**src/rtl/acdc_pkg.sv**
```systemverilog
package acdc_pkg;

    localparam int SAMPLE_W    = 32;
    localparam int WIN_LEN     = 5;
    localparam int SUM_W       = 35;
    localparam int ACC_W       = 44;
    localparam int COEF_W      = 9;
    localparam int LIM_W       = 16;
    localparam int DUTY_W      = 12;
    localparam int CFG_IDX_W   = 3;
    localparam int CFG_DATA_W  = 16;

    localparam int BIAS_SHIFT  = 10;
    localparam int SCALE_SHIFT = 17;
    localparam int COEF_SHIFT  = 8;
    localparam int KNEE_SHIFT  = 2;

    localparam logic signed [32:0] BIAS_SPAN = 33'sd1000000;

    // register indexes of the configuration channel
    localparam logic [CFG_IDX_W-1:0] REG_HP_COEFF   = 3'd0;
    localparam logic [CFG_IDX_W-1:0] REG_LP_COEFF   = 3'd1;
    localparam logic [CFG_IDX_W-1:0] REG_IN_LIMIT   = 3'd2;
    localparam logic [CFG_IDX_W-1:0] REG_OUT_LIMIT  = 3'd3;
    localparam logic [CFG_IDX_W-1:0] REG_DRY_GAIN   = 3'd4;
    localparam logic [CFG_IDX_W-1:0] REG_WET_GAIN   = 3'd5;
    localparam logic [CFG_IDX_W-1:0] REG_DELAY_EN   = 3'd6;
    localparam logic [CFG_IDX_W-1:0] REG_DELAY_LEN  = 3'd7;

    typedef logic signed [ACC_W-1:0] acc_t;

endpackage

```
**src/rtl/acdc_smul.sv**
```systemverilog
module acdc_smul #(
    parameter int AW = 44
) (
    input  logic                              aclk,
    input  logic                              aresetn,
    input  logic                              start,
    input  logic signed [AW-1:0]              a,
    input  logic [acdc_pkg::COEF_W-1:0]       b,
    output logic                              done,
    output logic signed [AW+acdc_pkg::COEF_W-1:0] p
);
    import acdc_pkg::*;

    localparam int PW = AW + COEF_W;

    logic signed [PW-1:0]         acc_reg;
    logic signed [PW-1:0]         mcand_reg;
    logic [COEF_W-1:0]            mult_reg;
    logic [$clog2(COEF_W)-1:0]    cnt_reg;
    logic                         busy_reg;
    logic                         done_reg;

    // one multiplier bit per cycle, lsb first
    always_ff @(posedge aclk) begin
        if (!aresetn) begin
            busy_reg <= 1'b0;
            done_reg <= 1'b0;
            cnt_reg  <= '0;
        end else begin
            done_reg <= 1'b0;
            if (start) begin
                acc_reg   <= '0;
                mcand_reg <= PW'(a);
                mult_reg  <= b;
                cnt_reg   <= '0;
                busy_reg  <= 1'b1;
            end else if (busy_reg) begin
                if (mult_reg[0]) begin
                    acc_reg <= acc_reg + mcand_reg;
                end
                mcand_reg <= mcand_reg <<< 1;
                mult_reg  <= mult_reg >> 1;
                cnt_reg   <= cnt_reg + 1'b1;
                if (cnt_reg == ($clog2(COEF_W))'(COEF_W - 1)) begin
                    busy_reg <= 1'b0;
                    done_reg <= 1'b1;
                end
            end
        end
    end

    assign done = done_reg;
    assign p    = acc_reg;

endmodule

```
**config.mk**
```make
export PLATFORM = sky130hd
export DESIGN_NAME = acdc_smul
export DESIGN_NICKNAME = d
export VERILOG_FILES = /design/src/rtl/acdc_pkg.sv /design/src/rtl/acdc_smul.sv
export SDC_FILE = /design/constraint.sdc
export NUM_CORES = 1
export LEC_CHECK = 0
export BUFFER_PORTS_ARGS = -buffer_cell sky130_fd_sc_hd__buf_2
export CORE_MARGIN = 3
export CORE_UTILIZATION = 53
export DETAILED_ROUTE_END_ITERATION = 10
export PLACE_DENSITY = 0.77
export SKIP_LAST_GASP = 1
export SLEW_MARGIN = 20
export SYNTH_ARGS = -nofsm -noshare
export SYNTH_HDL_FRONTEND = slang
export SYNTH_SLANG_ARGS = --single-unit
```
**constraint.sdc**
```tcl
create_clock -name aclk -period 3.6 [get_ports aclk]
set_clock_uncertainty 0.15 [all_clocks]
set_input_delay 0.36 -clock aclk [delete_from_list [all_inputs] [get_ports aclk]]
set_output_delay 0.36 -clock aclk [all_outputs]
set_load 0.01 [all_outputs]
```
==> out/metrics.yaml <==
worst_slack_ps: 229.0
dp_slack_ps: 308.3
fin_setup_tns_ps: 0
clockRootBuffer: "clkbuf_16"
critPathLaunchType: "flop"
ctsResizeCount: 0
place.gp.congestion: 0.8863
wire_per_inst_microns: 17.52
cap_violations: 0
fp.coreArea_sq_um: 14700
status: "finished clean"
crit_path_max_fanout: 3
yosys_most_used_dff: "edfxtp_1"
insertion_delay_ps: 440
worst_ep_arrival_time_ps: 3380
p_per_area_nw_per_um2: 509.4
start_util_pct: 54.72
io_buffers: 109
cts_setup_buffers: 0
worstMarginPinSlew_ps: 752.0
min_period_over_period_pct: 93.64
dieHeight_microns: 129.2
dieArea_sq_um: 16690
vdd.ir_drop.worst_uv: 348.0
fillers: 1204
grt_max_degree: 133
ys_types: 72
n_antenna_cell: 0
required_ps: 3610
cts_tree: "yes"
via_per_inst: 5.895
fmax_mhz: 296.6
cts_buffers: 17
floorplan.rows: 44
finalPower_mw: 4.729
grt_pass1_vias: 6246
crit_type: "reg -> reg"
yosys_warnings: 0
antenna_found_initial: 0
synth-edff-count: 115
leakagePower_nw: 3.770
grt.total_usage_pct: 23.13
met2_usage_pct: 38.57
vias: 6272
final_nets: 978
synth.avg_cell_area_sq_um: 10.43
cts_max_path_buffers: 2
grt-ovfl-total: 0
syn_nets: 882
rsz0062_at_grt: "no"
grt_pass1_wl_microns: 30710
cts.sinks: 121
ys_seq_elements: 121
yosysSeqAreaShare_pct: 44.42
worstHoldPathType: "in -> reg"
place_area_sq_um: 8660
hold_viol_final: 0
postCtsHoldBufs: 0
final_area_sq_um: 9284
dr.pass1.iters: 5
clkTransAtPathRegs_ps: 60
dp_hpwl_microns: 13210
fin_crit_ps: 3371
maxSlewHeadroom_pct: 49.80
synth_area_sq_um: 8044
drt-total-wl_microns: 18640
finalSetupViolations: 0
drt.antenna.violating_nets: 0
drc: 0
layout_common_cells: "edfxtp_1 (115), buf_2 (108), nor2_1 (79)"
netlist_instances: 771
met1_usage_pct: 29.44
num_io_pins: 110
htree_levels: 4
layout-drive-gt1-share_pct: 24.89
end_kind: "flop"
area_growth_syn_to_layout_pct: 15.41
die_w_microns: 129.2
async_reset_ff_share_pct: 0
finalMaxSlewViolations: 0
first_iter_violations: 509
final_common_cell: "edfxtp_1"
top_usage_layer: "met2"
use_met3_pct: 5.853
-- metrics by stage --
step	hold WS (ps)	cells	util, %
5_1_grt	66.57	1064	63.16
3_5_place_dp	354.8	1032	58.91
4_1_cts	48.68	1064	63.15
2_1_floorplan	328.9	771	-
6_report	56.03	1064	63.16
3_3_place_gp	349.7	1032	58.91
-- where the power goes --
group          internal [mW]  total (mW)  switching (mW)
clock                   1.16        1.82           0.667
sequential              1.69        1.76          0.0612
combinational          0.474        1.15           0.677
-- metal layers --
layer  wire, microns  vias to the layer above
met5               0                        -
li1                -                     3064
met2            9185                      183
met3            1082                       28
met4             315                        0
met1            8055                     2997
-- critical path, stage by stage (launching register included) --
cell and delay, ps:
edfxtp_1 400, ha_1 260, fa_1 420, a21o_1 210
nand4_1 110, a21oi_1 120, o311a_2 410, a21oi_1 350
o31ai_1 180, a41oi_1 260, xor2_1 160, nor2_1 50
-- kinds of logic (layout without fill, tap and decap cells) --
| group | after synthesis | in the layout | share of synthesized area [%] |
|---|---|---|---|
| fa+ha+maj | 55 | 55 | 8.648 |
| compound gates | 206 | 206 | 16.92 |
| flops | 121 | 121 | 44.42 |
| mux | 52 | 52 | 7.264 |
| buf+inv | 66 | 175 | 4.091 |
| xor+xnor | 45 | 45 | 4.900 |
| simple gates | 226 | 226 | 13.75 |
-- worst paths after layout --
check,from,end,slack [ps],cells after the start
worst max-delay path,p[0],p[38],230,11
worst min-delay path,b[8],mult_reg[8],60,2
worst max register to register,p[0],p[38],230,11
worst min register to register,cnt_reg[3],cnt_reg[3],370,2
-- cell usage after synthesis (18+ instances only) --
library cell	instances	area, sq um
edfxtp_1	115	3453
nor2_1	80	300.3
a21oi_1	70	350.3
ha_1	54	675.7
mux2_2	51	574.3
nand2_1	45	168.9
o21ai_0	43	215.2
inv_1	29	108.9
a21o_1	26	195.2
xnor2_1	24	210.2
xor2_1	21	183.9
nand4_1	18	112.6
-- cell type report --
cell class	count	area, sq um	share of cell area, %
Timing Repair Buffer	114	598.1	6.442
Multi-Input combinational cell	584	4150	44.70
Clock inverter	15	197.7	2.129
Tap cell	184	230.2	2.480
Sequential cell	121	3573	38.49
Clock buffer	17	425.4	4.582
Inverter	29	108.9	1.173
(Power assumes the default switching activity.)
