$ cat src/rtl/acdc_pkg.sv
package acdc_pkg;

    localparam int SAMPLE_W    = 32;
    localparam int WIN_LEN     = 5;
    localparam int SUM_W       = 35;
    localparam int ACC_W       = 44;
    localparam int COEF_W      = 9;
    localparam int LIM_W       = 16;
    localparam int DUTY_W      = 12;
    localparam int CFG_IDX_W   = 3;
    localparam int CFG_DATA_W  = 16;

    localparam int BIAS_SHIFT  = 10;
    localparam int SCALE_SHIFT = 17;
    localparam int COEF_SHIFT  = 8;
    localparam int KNEE_SHIFT  = 2;

    localparam logic signed [32:0] BIAS_SPAN = 33'sd1000000;

    // register indexes of the configuration channel
    localparam logic [CFG_IDX_W-1:0] REG_HP_COEFF   = 3'd0;
    localparam logic [CFG_IDX_W-1:0] REG_LP_COEFF   = 3'd1;
    localparam logic [CFG_IDX_W-1:0] REG_IN_LIMIT   = 3'd2;
    localparam logic [CFG_IDX_W-1:0] REG_OUT_LIMIT  = 3'd3;
    localparam logic [CFG_IDX_W-1:0] REG_DRY_GAIN   = 3'd4;
    localparam logic [CFG_IDX_W-1:0] REG_WET_GAIN   = 3'd5;
    localparam logic [CFG_IDX_W-1:0] REG_DELAY_EN   = 3'd6;
    localparam logic [CFG_IDX_W-1:0] REG_DELAY_LEN  = 3'd7;

    typedef logic signed [ACC_W-1:0] acc_t;

endpackage

$ cat src/rtl/acdc_div5.sv
module acdc_div5 #(
    parameter int W = 35
) (
    input  logic                aclk,
    input  logic                aresetn,
    input  logic                start,
    input  logic signed [W-1:0] x,
    output logic                done,
    output logic signed [W-1:0] q
);
    import acdc_pkg::*;

    logic [W-1:0]           q_reg;
    logic [2:0]             rem_reg;
    logic [$clog2(W)-1:0]   cnt_reg;
    logic                   busy_reg;
    logic                   done_reg;
    logic                   neg_reg;
    logic [3:0]             trial;
    logic                   qbit;

    // restoring division of the magnitude, one quotient bit per cycle
    always_comb begin
        trial = {rem_reg, q_reg[W-1]};
        qbit  = (trial >= 4'(WIN_LEN));
    end

    always_ff @(posedge aclk) begin
        if (!aresetn) begin
            busy_reg <= 1'b0;
            done_reg <= 1'b0;
            cnt_reg  <= '0;
            neg_reg  <= 1'b0;
        end else begin
            done_reg <= 1'b0;
            if (start) begin
                neg_reg  <= x[W-1];
                q_reg    <= x[W-1] ? W'(-x) : W'(x);
                rem_reg  <= '0;
                cnt_reg  <= '0;
                busy_reg <= 1'b1;
            end else if (busy_reg) begin
                rem_reg <= qbit ? 3'(trial - 4'(WIN_LEN)) : trial[2:0];
                q_reg   <= {q_reg[W-2:0], qbit};
                cnt_reg <= cnt_reg + 1'b1;
                if (cnt_reg == ($clog2(W))'(W - 1)) begin
                    busy_reg <= 1'b0;
                    done_reg <= 1'b1;
                end
            end
        end
    end

    // truncation toward zero: sign put back on the magnitude quotient
    assign q    = neg_reg ? -$signed(q_reg) : $signed(q_reg);
    assign done = done_reg;

endmodule

$ cat config.mk
export PLATFORM = sky130hd
export DESIGN_NAME = acdc_div5
export DESIGN_NICKNAME = d
export VERILOG_FILES = /design/src/rtl/acdc_pkg.sv /design/src/rtl/acdc_div5.sv
export SDC_FILE = /design/constraint.sdc
export NUM_CORES = 1
export LEC_CHECK = 0
export BUFFER_PORTS_ARGS = -buffer_cell sky130_fd_sc_hd__buf_4
export CAP_MARGIN = 10
export CORE_ASPECT_RATIO = 0.5
export CORE_UTILIZATION = 50
export CTS_CLUSTER_SIZE = 10
export DETAILED_ROUTE_END_ITERATION = 8
export PLACE_DENSITY = 0.77
export SLEW_MARGIN = 0
export SYNTH_ARGS = -nofsm -noshare
export SYNTH_HDL_FRONTEND = slang
export SYNTH_SLANG_ARGS = --single-unit
$ cat constraint.sdc
create_clock -name aclk -period 2.8 [get_ports aclk]
set_clock_uncertainty 0.2 [all_clocks]
set_input_delay 0.7 -clock aclk [delete_from_list [all_inputs] [get_ports aclk]]
set_output_delay 0.7 -clock aclk [all_outputs]
set_load 0.01 [all_outputs]
==> results of run 1 <==
[per-stage QoR]
| stage | utilization [%] | worst slack (ns) |
|---|---|---|
| after global routing | 72.8 | -0.631 |
| after global placement | 67.1 | -0.250 |
| after CTS | 71.7 | -0.465 |
| after detailed placement | 67.1 | -0.253 |
| after floorplan | - | 0.0280 |
| final | 72.8 | -0.542 |
[kinds of logic (layout without fill, tap and decap cells)]
logic type / Yosys count / count (layout)
buffers and inverters: 31 / 157
AO/OA/AOI/OAI: 100 / 100
adder cells (fa/ha/maj): 6 / 6
AND/OR/NAND/NOR: 131 / 131
XOR/XNOR: 69 / 69
flip-flops: 47 / 47
multiplexers: 2 / 2
[tightest hold or removal path, cell delays in order, from the launching register on]
cell,delay [ns]
dfxtp_1,0.32
nand2_1,0.05
a21boi_0,0.07
[area by class of cell]
| cell class | count | area share, % |
|---|---|---|
| Inverter | 13 | 0.997 |
| Timing Repair Buffer | 136 | 21.3 |
| Multi-Input combinational cell | 308 | 45.2 |
| Clock buffer | 6 | 2.84 |
| Sequential cell | 47 | 27.0 |
| Clock inverter | 2 | 0.307 |
| Tap cell | 92 | 2.35 |
[repair_timing]
item                                    in CTS  in global routing
resized for setup                           36                  8
buffers inserted                             3                  4
hold buffers                                 0                  0
endpoints found under the setup margin      29                 32
pin swaps                                   16                  8
[power by group through the flow]
stage                     Sequential [mW]  Clock [mW]  Combinational, mW
after floorplan                     0.871           0              0.264
after global placement              0.859           0              0.524
after detailed placement            0.861           0              0.533
after CTS                           0.848       0.616              0.553
after global routing                0.854       0.654              0.615
final                               0.850       0.617              0.565
[Yosys cell counts (2+ instances only)]
library cell	n
a21oi_1	37
clkbuf_1	13
clkbuf_8	2
dfxtp_1	9
edfxtp_1	38
ha_1	6
inv_1	13
mux2i_1	2
nand2_1	28
nand2b_1	2
nand3_1	7
nand4_1	5
nor2_1	48
nor3_1	8
nor4_1	5
nor4_2	4
nor4_4	2
o21a_1	3
o21ai_0	20
o31ai_1	18
o31ai_2	2
o41ai_1	13
or2_2	3
or3_1	8
or4_1	3
or4_4	3
xnor2_1	38
xor2_1	31
[per-layer routing]
layer | vias to the layer above | part of all wire, %
li1 | 1673 | -
met1 | 1614 | 45
met2 | 129 | 48
met3 | 15 | 6.1
met4 | 0 | 1.2
met5 | - | 0
[final timing paths]
check | start | end | cells after the start
max | q_reg[5] | q[34] | 7
min | neg_reg | neg_reg | 2
max reg2reg | q_reg[34] | rem_reg[1] | 7
min reg2reg | neg_reg | neg_reg | 2
==> flow_summary.yaml, run 1 <==
yosys:
  ys_warn_count: 0
  synth_fa_ha_area_share_pct: 2.15
  synth.ff_latch_count: 47
  yosysTopAreaCell: "edfxtp_1"
  netlist.area_leader.share_pct: 32.6
  synth-edff-count: 38
  synthMuxAreaShare_pct: 0.572
  synth_xor_area_share_pct: 17.3
  synth_top_flop_cell: "edfxtp_1"
  synth_simple_gate_area_share_pct: 19.8
  synthArstFlopShare_pct: 0
  synth_top_family_by_area: "simple AND/OR/NAND/NOR gates"
  syn_area_mm2: 0.00350
  synthesis.nets: 430
  synthCells: 386
  synth_area_leaders: "edfxtp_1 33%, xnor2_1 9.5%, xor2_1 7.8%"
  avgSynthCellArea_um2: 9.07
  synth_compound_area_share_pct: 18.4
  synth_seq_area_share_pct: 37.8
  synth.distinct_cells: 43
setup_path:
  r2r_slack_ns: 0.89
  cp.required_ns: 1.90
  critPathKind: "reg2out"
  crit_arrival_ns: 2.44
  cp_cell_sequence: "or4_4 > nor3_4 > nand4_1 > buf_6 > o31ai_4 > xnor2_2 > buf_4"
  worst_setup_path_start_kind: "flip-flop"
  crit_path_max_fanout: 5
  end_kind: "primary output"
  cp.buffers_inverters: 2
  critical_path.top_delay_family: "simple AND/OR/NAND/NOR gates"
  cpPeakStageDelay_ns: 0.61
  slowest_stage: "or4_4"
global_routing:
  first_global_vias: 3146
  antenna_found_initial: 0
  grtUsageMet2_pct: 46.3
  grt_remaining_overflow: 0
  track_usage_pct: 26.8
  grt_util_met3_pct: 4.44
  top_usage_layer: "met2"
  grt_pass1_wl_mm: 15.2
  grt_max_degree: 42
  grt_use_met1_pct: 35.9
drt:
  drt-total-wl_mm: 9.80
  drc: 0
  wl_per_cell_um: 16.2
  dr.pass1.iters: 4
  initialDrtViolationCount: 273
  num_vias: 3431
  drt-vias-per-instance: 5.68
  ant_nets: 0
status:
  outcome: "finished, violations left"
  violations: "negative setup slack"
power:
  switching_power_mw: 0.581
  power_switching_share_pct: 28.6
  p_seq_share_pct: 41.8
  comb_power_share_pct: 27.8
  p_total_mw: 2.03
  ir_worst_vdd_uv: 258
  power.leakage_nw: 1.85
  p_clk_share_pct: 30.4
  intPower_mw: 1.45
  pwr_density_cell_mw_per_mm2: 415
clock_tree:
  clk_pin_slew_ns: 0.07
  cts_root_buffer: "clkbuf_16"
  cts_tree: "built"
  clock_path_buffers: 2
  clock_latency_ns: 0.29
  cts.sinks: 47
  numCtsBuffers: 5
  htreeDepth: 2
timing:
  hold_viol_final: 0
  finalCriticalPeriod_ns: 3.34
  timing_max_transition_violations_final: 0
  fin_crit_sh_pct: 119
  slew_headroom_pct: 66.9
  setup_slack_ns: -0.542
  max_freq_mhz: 299
  tns_ns: -9.56
  hold_ws_ns: 0.284
  rsz0062_at_grt: "yes"
  tightestPinTransition_ns: 0.496
  setup_viol: 28
place:
  place_inst: 589
  post_dp_cell_area_mm2: 0.00451
  dp.final_hpwl_mm: 6.89
  gp_congestion: 0.849
  port_buffers: 73
finish:
  register_area_mm2: 0.00132
  final_cell_area_mm2: 0.00489
  fill_cells: 495
  drive_above_1_share_pct: 36.1
  antennaDiodeCount: 0
  nets: 555
  syn2layout_area_growth_pct: 39.9
  finalNonFillerCells: 604
  layout_common_cells: "133 x buf_4, 47 x nor2_1, 38 x edfxtp_1"
  largest_reg_flops: 35
  final_common_cell: "buf_4"
  multiInputGateArea_mm2: 0.00221
floorplanning:
  die_h_um: 61.2
  ios: 74
  die_x_um: 120
  core_area_mm2: 0.00673
  std_cell_rows: 21
  die-area_mm2: 0.00736
  start_util_pct: 52.0
flow_run:
  maxCapViolCount: 0
hold_path:
  hold_class: "reg2reg"
Note: power is estimated with default switching activity, not from simulation.
==> run 2, diff against run 1 <==
Settings changed: CORE_UTILIZATION 50 to 60, PLACE_DENSITY 0.77 to 0.87.
Clock period 2.8 ns to 4.15 ns, I/O delays scaled along.
==> flow_summary.yaml, run 2 (synthesis results as in run 1) <==
power:
  intPower_mw: 0.979
  p_seq_share_pct: 43.6
  comb_power_share_pct: 22.6
  switching_power_mw: 0.373
  power_switching_share_pct: 27.6
  p_clk_share_pct: 33.8
  pwr_density_cell_mw_per_mm2: 319
  ir_worst_vdd_uv: 251
  power.leakage_nw: 1.51
timing:
  max_freq_mhz: 258
  setup_slack_ns: 0.269
  slew_headroom_pct: 52.2
  tns_ns: 0
  hold_ws_ns: 0.311
  hold_viol_final: 0
  rsz0062_at_grt: "no"
  finalCriticalPeriod_ns: 3.88
  setup_viol: 0
  timing_max_transition_violations_final: 0
  tightestPinTransition_ns: 0.716
  fin_crit_sh_pct: 93.5
drt:
  ant_nets: 0
  wl_per_cell_um: 17.5
  dr.pass1.iters: 5
  drc: 0
  num_vias: 3286
  drt-vias-per-instance: 6.25
  drt-total-wl_mm: 9.22
  initialDrtViolationCount: 290
global_routing:
  track_usage_pct: 31.6
  grt_pass1_wl_mm: 15.0
  antenna_found_initial: 0
  grt_max_degree: 73
  first_global_vias: 3147
  grt_remaining_overflow: 0
setup_path:
  end_kind: "primary output"
  worst_setup_path_start_kind: "flip-flop"
  reg2reg_depth: 7
  crit_arrival_ns: 2.64
  crit_path_max_fanout: 5
  rr_startpoint: "q_reg[34]"
  critPathKind: "reg2out"
  cp-startpoint: "q_reg[13]"
  cp.required_ns: 2.91
finish:
  antennaDiodeCount: 0
  layout_common_cells: "77 x buf_4, 48 x nor2_1, 38 x xnor2_1, 38 x edfxtp_1, 37 x a21oi_1"
  drive_above_1_share_pct: 22.1
  fin_util_pct: 76.6
  final_cell_area_mm2: 0.00424
  fill_cells: 405
  syn2layout_area_growth_pct: 21.2
  largest_reg_flops: 35
  nets: 496
  final_common_cell: "buf_4"
clock_tree:
  clock_path_buffers: 2
  cts_root_buffer: "clkbuf_16"
  numCtsBuffers: 5
  cts_tree: "built"
  clk_pin_slew_ns: 0.06
  clock_latency_ns: 0.29
  cts_resized: 0
  cts.sinks: 47
  htreeDepth: 2
  cts-hold-fix-buffers: 0
  cts_setup_buffers: 0
floorplanning:
  core_area_mm2: 0.00554
  die-area_mm2: 0.00616
  die_x_um: 110
  std_cell_rows: 19
  start_util_pct: 63.2
  ios: 74
  die_h_um: 56.0
place:
  dp.final_hpwl_mm: 6.53
  pre_cts_ws_ns: 0.612
  post_dp_cell_area_mm2: 0.00408
  gp_congestion: 0.850
  port_buffers: 73
flow_run:
  maxCapViolCount: 0
hold_path:
  hold_class: "reg2reg"
  whs_path_depth: 2
  hold_start: "cnt_reg[5]"
status:
  outcome: "complete, no violations"
[run 2: metal layers]
metal / global-route usage (%) / vias up / wire [um]
met5: 0 / - / 0
met4: 9.52 / 0 / 121
met2: 52.7 / 176 / 4430
met1: 41.4 / 1548 / 3900
met3: 6.56 / 16 / 765
li1: - / 1546 / -
[run 2: cell type report]
class	count	area [um^2]	share of cell area, %
clock buffer	5	125	2.95
tap	73	91.3	2.15
inverter	13	48.8	1.15
sequential	47	1320	31.2
clock inverter	3	38.8	0.915
timing repair buffer	77	578	13.6
multi-input combinational	308	2040	48.0
[run 2: final timing paths]
path	endpoint	slack [ns]
max	q[34]	0.27
min	done	0.31
max reg2reg	rem_reg[1]	2.31
min reg2reg	done	0.31
[run 2: stage by stage]
| step | power (mW) | std cells |
|---|---|---|
| after global placement | 0.888 | 518 |
| final | 1.35 | 526 |
| after detailed placement | 0.901 | 518 |
| after global routing | 1.40 | 526 |
| after CTS | 1.35 | 526 |
| after floorplan | 0.765 | 386 |
[run 2: power by group through the flow]
stage	sequential (mW)	combinational (mW)	clock, mW
after detailed placement	0.598	0.303	0
after global placement	0.596	0.293	0
final	0.590	0.306	0.457
after floorplan	0.587	0.178	0
after CTS	0.588	0.305	0.456
after global routing	0.593	0.334	0.472
[run 2: critical path, stage by stage, from the launching register on]
cell and delay, ns:
edfxtp_1 0.45, or4_4 0.59, nor4_2 0.34, nand4_1 0.33
o31ai_2 0.31, xnor2_1 0.18, buf_4 0.16
